<file path="src/rtl/mma_pkg.sv">
// ----------------------------------------------------------------------------
// mma_pkg
// Shared widths, types and constants for the multi-angle aligner.
// ----------------------------------------------------------------------------
package mma_pkg;

    localparam int LANE_FIELDS = 8;
    localparam int ANG_W       = 18;
    localparam int CNT_W       = 4;
    localparam int IV_W        = 17;
    localparam int OUT_W       = 32;
    localparam int LRES_W      = 19;   // aligned lane value, within ref +/- interval/2
    localparam int SUM_W       = 22;

    localparam logic [IV_W-1:0] IV_RESET = 17'd18432;

    typedef logic signed [ANG_W-1:0]  t_angle;
    typedef logic signed [LRES_W-1:0] t_lres;

    typedef struct packed {
        logic signed [OUT_W-1:0] angle;
        logic                    err;
        logic                    sat;
    } t_merge_res;

endpackage

</file>
<file path="src/rtl/mma_div.sv">
// ----------------------------------------------------------------------------
// mma_div
// Restoring unsigned divider, one quotient bit per cycle.
// ----------------------------------------------------------------------------
module mma_div #(
    parameter int NW = 21,
    parameter int DW = 18
) (
    input  logic          i_clk,
    input  logic          i_rst_n,
    input  logic          i_start,
    input  logic [NW-1:0] i_num,
    input  logic [DW-1:0] i_den,
    output logic          o_done,
    output logic [NW-1:0] o_quo
);
    localparam int CW = $clog2(NW + 1);

    logic [CW-1:0] r_cnt;
    logic          r_busy;
    logic          r_done;
    logic [DW-1:0] r_rem;
    logic [NW-1:0] r_quo;
    logic [DW-1:0] r_den;

    logic [DW:0]   t;
    logic [DW:0]   t_sub;
    logic          ge;

    assign t     = {r_rem, r_quo[NW-1]};
    assign t_sub = t - {1'b0, r_den};
    assign ge    = (t >= {1'b0, r_den});

    always_ff @(posedge i_clk) begin
        if (!i_rst_n) begin
            r_busy <= 1'b0;
            r_done <= 1'b0;
            r_cnt  <= '0;
        end else begin
            r_done <= 1'b0;
            if (i_start) begin
                r_busy <= 1'b1;
                r_cnt  <= CW'(NW);
            end else if (r_busy) begin
                r_cnt <= r_cnt - 1'b1;
                if (r_cnt == CW'(1)) begin
                    r_busy <= 1'b0;
                    r_done <= 1'b1;
                end
            end
        end
    end

    always_ff @(posedge i_clk) begin
        if (i_start) begin
            r_rem <= '0;
            r_quo <= i_num;
            r_den <= i_den;
        end else if (r_busy) begin
            r_rem <= ge ? t_sub[DW-1:0] : t[DW-1:0];
            r_quo <= {r_quo[NW-2:0], ge};
        end
    end

    assign o_done = r_done;
    assign o_quo  = r_quo;
endmodule

</file>
<file path="src/rtl/mma_lane.sv">
// ----------------------------------------------------------------------------
// mma_lane
// Shifts one tracker angle by a whole number of intervals to sit nearest
// the reference lane.
// ----------------------------------------------------------------------------
module mma_lane (
    input  logic                     i_clk,
    input  logic                     i_rst_n,
    input  logic                     i_start,
    input  mma_pkg::t_angle          i_x,
    input  mma_pkg::t_angle          i_ref,
    input  logic [mma_pkg::IV_W-1:0] i_iv,
    output logic                     o_done,
    output mma_pkg::t_lres           o_res
);
    import mma_pkg::*;

    localparam int NUM_W = LRES_W + 2;

    typedef enum logic [2:0] {
        L_IDLE = 3'b001,
        L_DIV  = 3'b010,
        L_MUL  = 3'b100
    } t_lstate;

    t_lstate r_state;
    t_angle  r_x;
    logic [IV_W-1:0] r_iv;
    logic    r_neg;
    logic    r_done;
    t_lres   r_res;
    logic signed [39:0] r_prod;

    t_lres             diff;
    logic [LRES_W-1:0] mag;
    logic [NUM_W-1:0]  num;
    logic              div_done;
    logic [NUM_W-1:0]  quo;
    logic signed [NUM_W:0] n_q;
    logic signed [IV_W:0]  ivs;
    logic signed [39:0]    full;

    assign diff = LRES_W'(i_x) - LRES_W'(i_ref);
    assign mag  = diff[LRES_W-1] ? LRES_W'(-diff) : LRES_W'(diff);
    assign num  = {1'b0, mag, 1'b0} + NUM_W'(i_iv);

    mma_div #(.NW(NUM_W), .DW(IV_W + 1)) u_div (
        .i_clk  (i_clk),
        .i_rst_n(i_rst_n),
        .i_start(i_start),
        .i_num  (num),
        .i_den  ({i_iv, 1'b0}),
        .o_done (div_done),
        .o_quo  (quo)
    );

    always_comb begin
        if (r_iv == '0)
            n_q = '0;
        else if (r_neg)
            n_q = -$signed({1'b0, quo});
        else
            n_q = $signed({1'b0, quo});
    end

    assign ivs  = $signed({1'b0, r_iv});
    assign full = 40'(r_x) - r_prod;

    always_ff @(posedge i_clk) begin
        if (!i_rst_n) begin
            r_state <= L_IDLE;
            r_done  <= 1'b0;
        end else begin
            r_done <= 1'b0;
            case (r_state)
                L_IDLE: if (i_start) r_state <= L_DIV;
                L_DIV:  if (div_done) r_state <= L_MUL;
                L_MUL: begin
                    r_done  <= 1'b1;
                    r_state <= L_IDLE;
                end
                default: r_state <= L_IDLE;
            endcase
        end
    end

    always_ff @(posedge i_clk) begin
        if (i_start) begin
            r_x   <= i_x;
            r_iv  <= i_iv;
            r_neg <= diff[LRES_W-1];
        end
        if (r_state == L_DIV && div_done)
            r_prod <= n_q * ivs;
        if (r_state == L_MUL)
            r_res <= $signed(full[LRES_W-1:0]);
    end

    assign o_done = r_done;
    assign o_res  = r_res;
endmodule

</file>
<file path="config.mk">
export PLATFORM = sky130hd
export DESIGN_NAME = mma_lane
export DESIGN_NICKNAME = d
export VERILOG_FILES = /design/src/rtl/mma_pkg.sv /design/src/rtl/mma_div.sv /design/src/rtl/mma_lane.sv
export SDC_FILE = /design/constraint.sdc
export NUM_CORES = 1
export LEC_CHECK = 0
export BUFFER_PORTS_ARGS = -buffer_cell sky130_fd_sc_hd__buf_2
export CORE_UTILIZATION = 58
export CTS_BUF_LIST = sky130_fd_sc_hd__clkbuf_4 sky130_fd_sc_hd__clkbuf_8 sky130_fd_sc_hd__clkbuf_16
export DETAILED_ROUTE_END_ITERATION = 6
export PLACE_DENSITY_LB_ADDON = 0.05
export REMOVE_ABC_BUFFERS = 1
export SLEW_MARGIN = 25
export SYNTH_ARGS = -nofsm -noshare
export SYNTH_HDL_FRONTEND = slang
export SYNTH_SLANG_ARGS = --single-unit
</file>
<file path="constraint.sdc">
create_clock -name i_clk -period 6.7 [get_ports i_clk]
set_clock_uncertainty 0.15 [all_clocks]
set_input_delay 1.34 -clock i_clk [delete_from_list [all_inputs] [get_ports i_clk]]
set_output_delay 1.34 -clock i_clk [all_outputs]
set_load 0.005 [all_outputs]
</file>
==> summary.md <==
The run finished, with violations left. The final reports fail on negative setup slack. After synthesis, the largest area contributor takes up 20.4% of total cell area. The required time at the worst-slack endpoint was 6.74 ns.

The most common cell in the synthesized netlist is sky130_fd_sc_hd__inv_1. Synthesis produced a netlist whose cell count is 1535. For the pin with the worst max-slew slack, the measured transition is 0.904 ns.

Counting instances, the worst hold path has a depth of 2. In this run the count of I/O pins placed on the die edge is 76. The largest fanout on the critical path is 3, and the number of endpoints with negative hold slack in the final report is 0. The commonest cells after synthesis are sky130_fd_sc_hd__inv_1 (255), sky130_fd_sc_hd__nor2_1 (146), sky130_fd_sc_hd__nand2_1 (129). Commonest register cell after synthesis: sky130_fd_sc_hd__edfxtp_1. For this run the aggregate overflow at the end of global routing stands at 0. Input and output buffers added on the ports amount to 75.

The tools report the worst slack after detailed placement as -0.648 ns. The number of synthesized flops with an enable pin came out at 95. Counting flops with an async set or reset pin after synthesis yields a share of 0%. Subtracting the final worst setup slack from the clock period gives 6.90 ns.

Entering global routing, the biggest net connects 62 pins. Routability-driven placement finished with a final weighted congestion of 0.949. The first-pass GRT wire length came out at 58.2 mm.

The worst path uses 103% of the clock period. The multi-input combinational cells in the finished layout cover a total of 9670 sq um. Routed signal wires occupy layers up through met4. The tools report the via count as 11500. For the met1 wire length, the log shows 15.5 mm.

The layout has 1907 filler cells. Clock tree synthesis inserted a total of 17 buffers. The initial utilization of the core area, before any placement, comes to 59.4%. Detailed routing placed a total of 18.1 mm of wire on met2. The die covers 24700 sq um.

The clock passes through at most 2 buffers. Count of placed standard cells including taps: 2036. The setup total negative slack was -0.205 ns; the row count was 56. The die is 157 um wide.

Counting flops and latches in the post-synthesis netlist gives 124. The final layout contains routed wiring with a total length of 36.4 mm. For the max-slew violation count, the log shows 0. Setup repair after global routing could not meet its margin everywhere. The clock drives 124 sinks. At the end of the flow, the number of nets in the layout was 2057. Cell type with the largest total area after synthesis: sky130_fd_sc_hd__edfxtp_1. The sequential area share after synthesis is 24.5%.

The depth of the CTS H-tree was 4; the total global-route track usage was 31.1%. The worst pin sits at a relative slew slack of 39.6%. Max-cap violations in this run came to 0. Critical path class: reg -> reg. Registers take 3430 sq um. The logs give 0 for the number of antenna-violating nets in the routed design and -0.205 ns for the minimum setup slack in the final design. The tools report the via count of the first global-routing pass as 11500. The number of buffers inserted by hold repair at cts is 0, and the yosys synthesis warning count is 0. In this run the standard cell core region covers 23500 sq um. Clock tree synthesis selected as its root buffer the cell sky130_fd_sc_hd__clkbuf_16.

The area growth from synthesis to layout came out at 18.9%. Measured in cells, the most critical reg-to-reg path has a length of 23. For the worst setup path, the data arrival time is 6.94 ns. Vertical extent of the die: 157 um. The total length of routed met3 wires was 1.93 mm; the half-perimeter wire length after detailed placement was 29.7 mm. The number of antenna violations at the first check in global routing came out at 0.

Sorting the synthesized cells by area gives the leading types as sky130_fd_sc_hd__edfxtp_1 (20%), sky130_fd_sc_hd__fa_1 (18%), sky130_fd_sc_hd__ha_1 (11%), sky130_fd_sc_hd__inv_1 (6.8%), sky130_fd_sc_hd__xnor2_1 (5.3%). Using the TritonRoute via totals, the vias-per-cell ratio works out to 5.52. The average instance in the mapped netlist occupies 9.12 sq um. Cells with a size suffix above 1 make up 19.7% of the layout.

The logs give 0 for the antenna diode count and 78 for the distinct cell type count of the synthesized netlist. TritonCTS built the clock tree. Leaving out filler cells and counting taps, the final layout contains 2077. In this run, the number of DRC markers left after iteration 0 of detailed routing was 735.

The first TritonRoute pass finished after 5 iterations. For this run, design rule violations remaining after detail routing come to 0. For the total setup violations reported at the end of the flow, the log shows 1. STA classifies the critical path startpoint as a register. Dividing the detail-routed wire length by the instance count gives 17.5 um. Achievable frequency: 145 MHz. The worst setup path is captured at a register. The worst hold path belongs to the class reg -> reg.

For the worst-skew pair, the clock arrives at the later sink with an insertion delay of 0.44 ns. After synthesis the cells add up to 14000 sq um. Clock-pin slew on the worst setup and hold paths: 0.07 ns.
-- state kept, by name, indices dropped and copies added, names as in the netlist --
register and flops:
r_neg 1, r_prod 19, u_div.o_quo 21, o_res 19
r_state 3, u_div.r_den 17, u_div.o_done 1, o_done 1
r_x 18, u_div.r_cnt 5, u_div.r_rem 18, u_div.r_busy 1
-- cell usage in the layout (no fill, tap or decap), types with 23 or more instances in the layout --
cell	netlist	routed
sky130_fd_sc_hd__a211oi_1	23	23
sky130_fd_sc_hd__a21oi_1	36	35
sky130_fd_sc_hd__buf_2	3	74
sky130_fd_sc_hd__buf_4	0	160
sky130_fd_sc_hd__dfxtp_1	29	29
sky130_fd_sc_hd__edfxtp_1	95	95
sky130_fd_sc_hd__fa_1	128	120
sky130_fd_sc_hd__ha_1	128	126
sky130_fd_sc_hd__inv_1	255	254
sky130_fd_sc_hd__nand2_1	129	129
sky130_fd_sc_hd__nor2_1	146	137
sky130_fd_sc_hd__nor3_1	64	62
sky130_fd_sc_hd__o21ai_0	40	35
sky130_fd_sc_hd__xnor2_1	85	85
sky130_fd_sc_hd__xor2_1	38	35
-- logic make-up after synthesis --
family          synth area share [%]
xor+xnor                        8.02
fa+ha+maj                       29.8
compound gates                  10.6
flops                           24.5
simple gates                    16.5
mux                             2.25
buf+inv                         8.34
-- worst paths after layout --
| kind | start | to | slack, ns |
|---|---|---|---|
| setup / recovery | u_div.o_quo[4]$_DFFE_PP_ | r_prod[18]$_DFFE_PP_ | -0.20 |
| hold reg to reg | u_div.r_cnt[1]$_SDFFE_PP0P_ | u_div.r_cnt[1]$_SDFFE_PP0P_ | 0.35 |
| hold / removal | u_div.r_cnt[1]$_SDFFE_PP0P_ | u_div.r_cnt[1]$_SDFFE_PP0P_ | 0.35 |
| setup reg to reg | u_div.o_quo[4]$_DFFE_PP_ | r_prod[18]$_DFFE_PP_ | -0.20 |
-- what timing repair did --
item | CTS | global route
buffers inserted | 8 | 1
endpoints found under the setup margin | 5 | 7
pin swaps | 30 | 22
resized for setup | 22 | 38
-- cell type report --
class	instances	share of cell area [%]
flip-flops and latches	124	20.6
inverters	260	5.86
multi-input cells	1107	58.1
well taps	319	2.40
clock buffers	17	2.56
clock inverters	15	0.910
repair buffers	235	9.56
-- worst max-delay path: stages, from the launching register on --
cell and delay (ns):
sky130_fd_sc_hd__edfxtp_1 0.38, sky130_fd_sc_hd__or4_4 0.54, sky130_fd_sc_hd__or3_4 0.42, sky130_fd_sc_hd__o21ai_2 0.17
sky130_fd_sc_hd__xor2_2 0.09, sky130_fd_sc_hd__buf_4 0.15, sky130_fd_sc_hd__nor2_2 0.13, sky130_fd_sc_hd__nand2_1 0.09
sky130_fd_sc_hd__fa_1 0.47, sky130_fd_sc_hd__fa_2 0.60, sky130_fd_sc_hd__fa_2 0.45, sky130_fd_sc_hd__fa_2 0.36
sky130_fd_sc_hd__fa_1 0.49, sky130_fd_sc_hd__fa_2 0.35, sky130_fd_sc_hd__xor2_1 0.15, sky130_fd_sc_hd__xnor2_1 0.20
sky130_fd_sc_hd__xnor2_1 0.11, sky130_fd_sc_hd__xnor2_1 0.25, sky130_fd_sc_hd__xnor2_1 0.16, sky130_fd_sc_hd__xnor3_1 0.24
sky130_fd_sc_hd__xnor2_1 0.19, sky130_fd_sc_hd__xnor2_1 0.14, sky130_fd_sc_hd__xnor3_1 0.25, sky130_fd_sc_hd__xnor2_1 0.13
-- metrics by stage --
step           cell area (sq um)  hold slack (ns)  utilization [%]
6_report                   16600            0.349             70.7
5_1_grt                    16600            0.383             70.7
4_1_cts                    16500            0.345             69.9
3_5_place_dp               15700            0.339             66.9
3_3_place_gp               15700            0.334             66.9
2_1_floorplan              13800            0.315                -
-- metal layers --
metal / up-vias / global-route usage [%]
met3: 47 / 5.07
met2: 305 / 54.9
met4: 0 / 9.52
li1: 5545 / -
met5: - / 0
met1: 5564 / 38.8
Power is left out: the tool's default activity adds up to more than one toggle a clock period on the data nets, which glitch-free logic cannot reach.
