**src/rtl/mma_pkg.sv**
```systemverilog
// ----------------------------------------------------------------------------
// mma_pkg
// Shared widths, types and constants for the multi-angle aligner.
// ----------------------------------------------------------------------------
package mma_pkg;

    localparam int LANE_FIELDS = 8;
    localparam int ANG_W       = 18;
    localparam int CNT_W       = 4;
    localparam int IV_W        = 17;
    localparam int OUT_W       = 32;
    localparam int LRES_W      = 19;   // aligned lane value, within ref +/- interval/2
    localparam int SUM_W       = 22;

    localparam logic [IV_W-1:0] IV_RESET = 17'd18432;

    typedef logic signed [ANG_W-1:0]  t_angle;
    typedef logic signed [LRES_W-1:0] t_lres;

    typedef struct packed {
        logic signed [OUT_W-1:0] angle;
        logic                    err;
        logic                    sat;
    } t_merge_res;

endpackage

```
**src/rtl/mma_div.sv**
```systemverilog
// ----------------------------------------------------------------------------
// mma_div
// Restoring unsigned divider, one quotient bit per cycle.
// ----------------------------------------------------------------------------
module mma_div #(
    parameter int NW = 21,
    parameter int DW = 18
) (
    input  logic          i_clk,
    input  logic          i_rst_n,
    input  logic          i_start,
    input  logic [NW-1:0] i_num,
    input  logic [DW-1:0] i_den,
    output logic          o_done,
    output logic [NW-1:0] o_quo
);
    localparam int CW = $clog2(NW + 1);

    logic [CW-1:0] r_cnt;
    logic          r_busy;
    logic          r_done;
    logic [DW-1:0] r_rem;
    logic [NW-1:0] r_quo;
    logic [DW-1:0] r_den;

    logic [DW:0]   t;
    logic [DW:0]   t_sub;
    logic          ge;

    assign t     = {r_rem, r_quo[NW-1]};
    assign t_sub = t - {1'b0, r_den};
    assign ge    = (t >= {1'b0, r_den});

    always_ff @(posedge i_clk) begin
        if (!i_rst_n) begin
            r_busy <= 1'b0;
            r_done <= 1'b0;
            r_cnt  <= '0;
        end else begin
            r_done <= 1'b0;
            if (i_start) begin
                r_busy <= 1'b1;
                r_cnt  <= CW'(NW);
            end else if (r_busy) begin
                r_cnt <= r_cnt - 1'b1;
                if (r_cnt == CW'(1)) begin
                    r_busy <= 1'b0;
                    r_done <= 1'b1;
                end
            end
        end
    end

    always_ff @(posedge i_clk) begin
        if (i_start) begin
            r_rem <= '0;
            r_quo <= i_num;
            r_den <= i_den;
        end else if (r_busy) begin
            r_rem <= ge ? t_sub[DW-1:0] : t[DW-1:0];
            r_quo <= {r_quo[NW-2:0], ge};
        end
    end

    assign o_done = r_done;
    assign o_quo  = r_quo;
endmodule

```
**src/rtl/mma_merge.sv**
```systemverilog
// ----------------------------------------------------------------------------
// mma_merge
// Averages the aligned lanes and unwraps the mean against the last output.
// ----------------------------------------------------------------------------
module mma_merge #(
    parameter int NL = 8
) (
    input  logic                      i_clk,
    input  logic                      i_rst_n,
    input  logic                      i_start,
    input  logic [mma_pkg::CNT_W-1:0] i_cnt,
    input  logic [mma_pkg::IV_W-1:0]  i_iv,
    input  mma_pkg::t_lres            i_lane [NL],
    output logic                      o_done,
    output mma_pkg::t_merge_res       o_res
);
    import mma_pkg::*;

    localparam int NUM_W  = OUT_W + 3;
    localparam int MEAN_W = SUM_W + 1;
    localparam int DIFF_W = OUT_W + 2;
    localparam int PROD_W = NUM_W + IV_W + 2;

    typedef enum logic [5:0] {
        M_IDLE  = 6'b000001,
        M_SUM   = 6'b000010,
        M_MEAN  = 6'b000100,
        M_DIFF  = 6'b001000,
        M_ALIGN = 6'b010000,
        M_MUL   = 6'b100000
    } t_mstate;

    t_mstate r_state;
    logic signed [OUT_W-1:0]  r_last;
    logic                     r_has_last;
    logic signed [SUM_W-1:0]  r_sum;
    logic [CNT_W-1:0]         r_cnt;
    logic signed [MEAN_W-1:0] r_mean;
    logic                     r_neg;
    logic signed [PROD_W-1:0] r_prod;
    t_merge_res               r_res;
    logic                     r_done;

    logic signed [SUM_W-1:0]  sum;
    logic [SUM_W-1:0]         sum_mag;
    logic signed [DIFF_W-1:0] diff;
    logic [DIFF_W-1:0]        diff_mag;
    logic                     div_start;
    logic [NUM_W-1:0]         div_num;
    logic [IV_W:0]            div_den;
    logic                     div_done;
    logic [NUM_W-1:0]         quo;
    logic signed [NUM_W:0]    q_s;
    logic signed [IV_W:0]     ivs;
    logic signed [PROD_W-1:0] res;
    logic signed [PROD_W-1:0] max_v;
    logic signed [PROD_W-1:0] min_v;

    always_comb begin
        sum = '0;
        for (int i = 0; i < NL; i++) begin
            if (CNT_W'(i) < i_cnt)
                sum = sum + SUM_W'(i_lane[i]);
        end
    end

    assign sum_mag  = r_sum[SUM_W-1] ? SUM_W'(-r_sum) : SUM_W'(r_sum);
    assign diff     = DIFF_W'(r_mean) - DIFF_W'(r_last);
    assign diff_mag = diff[DIFF_W-1] ? DIFF_W'(-diff) : DIFF_W'(diff);

    always_comb begin
        div_start = 1'b0;
        div_num   = '0;
        div_den   = '0;
        case (r_state)
            M_SUM: begin
                div_start = 1'b1;
                div_num   = NUM_W'({sum_mag, 1'b0}) + NUM_W'(r_cnt);
                div_den   = (IV_W + 1)'({r_cnt, 1'b0});
            end
            M_DIFF: begin
                div_start = 1'b1;
                div_num   = NUM_W'({diff_mag, 1'b0}) + NUM_W'(i_iv);
                div_den   = {i_iv, 1'b0};
            end
            default: ;
        endcase
    end

    mma_div #(.NW(NUM_W), .DW(IV_W + 1)) u_div (
        .i_clk  (i_clk),
        .i_rst_n(i_rst_n),
        .i_start(div_start),
        .i_num  (div_num),
        .i_den  (div_den),
        .o_done (div_done),
        .o_quo  (quo)
    );

    assign q_s   = r_neg ? -$signed({1'b0, quo}) : $signed({1'b0, quo});
    assign ivs   = $signed({1'b0, i_iv});
    assign res   = PROD_W'(r_mean) - r_prod;
    assign max_v = PROD_W'({1'b0, {(OUT_W-1){1'b1}}});
    assign min_v = PROD_W'($signed({1'b1, {(OUT_W-1){1'b0}}}));

    always_ff @(posedge i_clk) begin
        if (!i_rst_n) begin
            r_state    <= M_IDLE;
            r_done     <= 1'b0;
            r_last     <= '0;
            r_has_last <= 1'b0;
        end else begin
            r_done <= 1'b0;
            case (r_state)
                M_IDLE: begin
                    if (i_start) begin
                        if (i_cnt == '0) begin
                            r_res  <= '{angle: r_last, err: 1'b1, sat: 1'b0};
                            r_done <= 1'b1;
                        end else if (!r_has_last) begin
                            // first beat: lane 0 passes straight through
                            r_res      <= '{angle: OUT_W'(i_lane[0]), err: 1'b0, sat: 1'b0};
                            r_last     <= OUT_W'(i_lane[0]);
                            r_has_last <= 1'b1;
                            r_done     <= 1'b1;
                        end else begin
                            r_sum   <= sum;
                            r_cnt   <= i_cnt;
                            r_state <= M_SUM;
                        end
                    end
                end
                M_SUM: begin
                    r_neg   <= r_sum[SUM_W-1];
                    r_state <= M_MEAN;
                end
                M_MEAN: begin
                    if (div_done) begin
                        r_mean  <= MEAN_W'(q_s);
                        r_state <= M_DIFF;
                    end
                end
                M_DIFF: begin
                    r_neg   <= diff[DIFF_W-1];
                    r_state <= M_ALIGN;
                end
                M_ALIGN: begin
                    if (div_done) begin
                        if (i_iv == '0)
                            r_prod <= '0;
                        else
                            r_prod <= q_s * ivs;
                        r_state <= M_MUL;
                    end
                end
                M_MUL: begin
                    if (res > max_v) begin
                        r_res  <= '{angle: max_v[OUT_W-1:0], err: 1'b0, sat: 1'b1};
                        r_last <= max_v[OUT_W-1:0];
                    end else if (res < min_v) begin
                        r_res  <= '{angle: min_v[OUT_W-1:0], err: 1'b0, sat: 1'b1};
                        r_last <= min_v[OUT_W-1:0];
                    end else begin
                        r_res  <= '{angle: res[OUT_W-1:0], err: 1'b0, sat: 1'b0};
                        r_last <= res[OUT_W-1:0];
                    end
                    r_done  <= 1'b1;
                    r_state <= M_IDLE;
                end
                default: r_state <= M_IDLE;
            endcase
        end
    end

    assign o_done = r_done;
    assign o_res  = r_res;
endmodule

```
**config.mk**
```make
export PLATFORM = sky130hd
export DESIGN_NAME = mma_merge
export DESIGN_NICKNAME = d
export VERILOG_FILES = /design/src/rtl/mma_pkg.sv /design/src/rtl/mma_div.sv /design/src/rtl/mma_merge.sv
export SDC_FILE = /design/constraint.sdc
export NUM_CORES = 2
export LEC_CHECK = 0
export BUFFER_PORTS_ARGS = -buffer_cell sky130_fd_sc_hd__buf_2
export CAP_MARGIN = 0
export CELL_PAD_IN_SITES_DETAIL_PLACEMENT = 0
export CELL_PAD_IN_SITES_GLOBAL_PLACEMENT = 2
export CORE_MARGIN = 5
export CORE_UTILIZATION = 43
export CTS_BUF_LIST = sky130_fd_sc_hd__clkbuf_16
export DETAILED_ROUTE_END_ITERATION = 7
export PLACE_DENSITY_LB_ADDON = 0.1
export RECOVER_POWER = 50
export SLEW_MARGIN = 15
export SYNTH_ARGS = -nofsm -noshare
export SYNTH_HDL_FRONTEND = slang
export SYNTH_SLANG_ARGS = --single-unit
```
**constraint.sdc**
```tcl
create_clock -name i_clk -period 17.73 [get_ports i_clk]
set_input_delay 1.773 -clock i_clk [delete_from_list [all_inputs] [get_ports i_clk]]
set_output_delay 1.773 -clock i_clk [all_outputs]
set_load 0.005 [all_outputs]
```
==> results by group <==
Timing
  • Slew Viols, Final: 1056
  • Final min period: 15.32 ns
  • Final Hold Vio Count: 0
  • RSZ-0062 raised after global routing: no
  • Max Fclk: 65.3 MHz
  • Relative slew slack: -1.25
  • Setup TNS: 0 ns
  • Transition time of the tightest slew-check pin: 3.37 ns
  • Final Cycle Share: 0.864
  • Setup Viol. Count Final: 0
  • Clock Skew: 0.0445 ns

Routing
  • Drt initial violations: 3477
  • Met1 wire length: 80.6 mm
  • Vias: 43.4k
  • WL/cell: 22.3 µm
  • Post-route ant nets: 0
  • Router iterations before antenna repair: 6
  • WL met3: 12.5 mm
  • Via density: 5.68
  • Top sig layer: met5
  • WL met2: 72.3 mm
  • DRC errors left: 0
  • Drt total wl: 170 mm

Run
  • Max-cap violations: 35

Global route
  • Largest net degree at the start of global routing: 55
  • Number of global-route vias before repair: 43.3k
  • Grt ovf: 0
  • GRT Total Usage: 0.274
  • Initial antenna violation count: 10
  • First-pass GRT wire length: 261 mm

Synthesis
  • Dominant synthesized flop cell: edfxtp_1
  • Mux contribution to synthesized area: 0.0119
  • Synth Area in Compound Gates: 0.179
  • Cell Area, Synth: 50000 µm²
  • Syn avg cell area: 8.27 µm²
  • Warning count from the yosys run: 0
  • Yosys reg bits: 256
  • Post-synth EDFFs: 190
  • Async set-reset flop share out of synthesis: 0
  • Syn Nets: 7216
  • Synth Area in XOR/XNOR: 0.0627
  • Post-Synth Simple-Gate Area: 0.182
  • Largest family of logic cells by synthesized area: adder cells
  • Synth Area in Adders: 0.337
  • Post-synthesis cell type count: 108
  • Cell count after synthesis: 6050
  • Seq/Total Area, Yosys: 0.140

Placement
  • DP Wirelength: 133 mm
  • GP Congestion: 0.936
  • IO buf count: 210

Final layout
  • Area occupied by multi-input gates: 38900 µm²
  • Seq. cell area: 7030 µm²
  • Most frequent cells in the layout: 861 x inv_1, 726 x nand2_1, 593 x fa_1
  • Final Net Count: 7260
  • Most common cell after layout, fill and taps aside: inv_1
  • Layout cell share with drive strength beyond 1: 0.0621
  • Filler cells: 11.6k
  • Area delta synth->final: 7.13%

Die
  • Initial core utilization: 0.432
  • Die area: 123000 µm²
  • Die height: 351 µm
  • IO Pins: 211
  • Row cnt: 125
  • Die extent in x: 351 µm
  • Core area: 116000 µm²

Clocking
  • Clk_lat worst skew: 0.58 ns
  • Clock buffer depth: 3
  • H-tree depth: 2
  • CTS buffer count: 34
  • Clk slew on worst S/H paths: 0.06 ns
  • PostCTS Resize Cnt: 0
  • Setup Buffers After CTS: 0
  • CTS tree: yes
  • Root buf cell: clkbuf_16
  • # hold bufs at CTS: 0
  • Clock sink total: 256

Setup path
  • Worst stage delay on the critical path: 1.84 ns
  • Slowest cell on the critical path: clkbuf_1
  • Critical path required time: 18.02 ns
  • Critical path's top delay family: compound AO/OA/AOI/OAI gates
  • Critical Path AT: 15.61 ns
  • Critical path class: in -> reg
  • CP max FO: 51
  • Cell mode on critical path: ha_1
  • CP endpoint kind: flip-flop
  • Startpoint Class: input port
  • Bufs and invs on worst path: 4

Run status
  • Violated checks: capacitance limit, slew limit
  • Outcome: finished, violations left

Power and ir drop
  • Pwr/cell area: 207 nW/µm²
  • Pwr Total: 11100 µW
  • Max VDD drop: 0.300 mV
  • Pleak: 0.0242 µW

Worst hold path
  • Worst hold path type: reg -> reg
[path summary, 6_finish.rpt]
kind	startpoint	to	slack, ns	cells past startpoint
setup / recovery	i_cnt[3]	r_sum[20]	2.41	52
hold / removal	u_div.r_rem[14]	u_div.r_rem[14]	0.52	2
setup reg to reg	u_div.o_quo[0]	r_prod[47]	5.73	30
hold reg to reg	u_div.r_rem[14]	u_div.r_rem[14]	0.52	2
[tightest hold or removal path, delay by kind of cell (launching register included)]
kind	cells	cell delay, ns
flip-flops	1	0.32
AND/OR/NAND/NOR	1	0.09
AO/OA/AOI/OAI	1	0.06
[sequential cells by signal (all words and copies together), names as in the netlist, 4 cells and up]
name / flops
o_res: 34
r_last: 32
u_div.r_den: 17
u_div.r_cnt: 6
u_div.o_quo: 35
r_cnt: 4
r_mean: 23
r_prod: 54
r_state: 6
u_div.r_rem: 18
r_sum: 22
[metrics by stage]
stage | util | hold slack (ns) | cell area (µm²) | setup slack, ns | cells
2_1_floorplan | - | 0.479 | 50000 | 5.05 | 6050
3_5_place_dp | 0.455 | 0.502 | 52800 | 3.24 | 7582
6_report | 0.463 | 0.521 | 53600 | 2.41 | 7647
3_3_place_gp | 0.455 | 0.500 | 52800 | 3.32 | 7582
5_1_grt | 0.463 | 0.544 | 53600 | 1.39 | 7645
4_1_cts | 0.465 | 0.514 | 53900 | 3.74 | 7644
[logic make-up after synthesis]
kind of cell             Yosys count
AO/OA/AOI/OAI                   1352
XOR/XNOR                         355
adder cells (fa/ha/maj)          994
buffers and inverters           1141
flip-flops                       256
multiplexers                      56
AND/OR/NAND/NOR                 1896
[synthesized netlist by cell type (all sizes together), types with 26 or more instances]
cell type,number,area (µm²)
buf,37,209
nor2,339,1270
fa,593,11900
a21o,153,1150
a211oi,69,523
o21a,56,420
nand4,44,275
a21oi,366,1840
a31oi,49,322
nand2,726,2730
mux2,29,327
a21boi,26,195
o211ai,30,245
o31ai,40,319
or3,49,307
dfxtp,66,1320
edfxtp,190,5710
xor2,121,1070
nand2b,40,250
nor4,29,194
nor3,100,517
and3,42,263
xnor2,233,2050
nand3,106,531
o21bai,31,233
mux2i,27,270
clkbuf,245,921
ha,397,4970
o21ai,283,1420
inv,858,3220
nor2b,66,413
and2,264,1650
[layer usage]
layer,global-route usage,vias to the layer above
li1,-,20455
met1,0.408,21368
met2,0.416,1367
met3,0.0483,238
met4,0.0663,2
met5,0,-
[where the power goes]
group,internal [µW],total [µW],switching (µW)
sequential,980,1020,35.8
combinational,3550,9390,5840
clock,401,694,293
total,4930,11100,6170
[final cells by class]
type	count	share of cell area
Clock buffer	34	0.0159
Tap cell	1524	0.0356
Inverter	859	0.0601
Clock inverter	28	0.00502
Sequential cell	256	0.131
Antenna cell	3	0.000140
Timing Repair Buffer	290	0.0275
Multi-Input combinational cell	4653	0.725
Power figures use the tool's default switching activity.
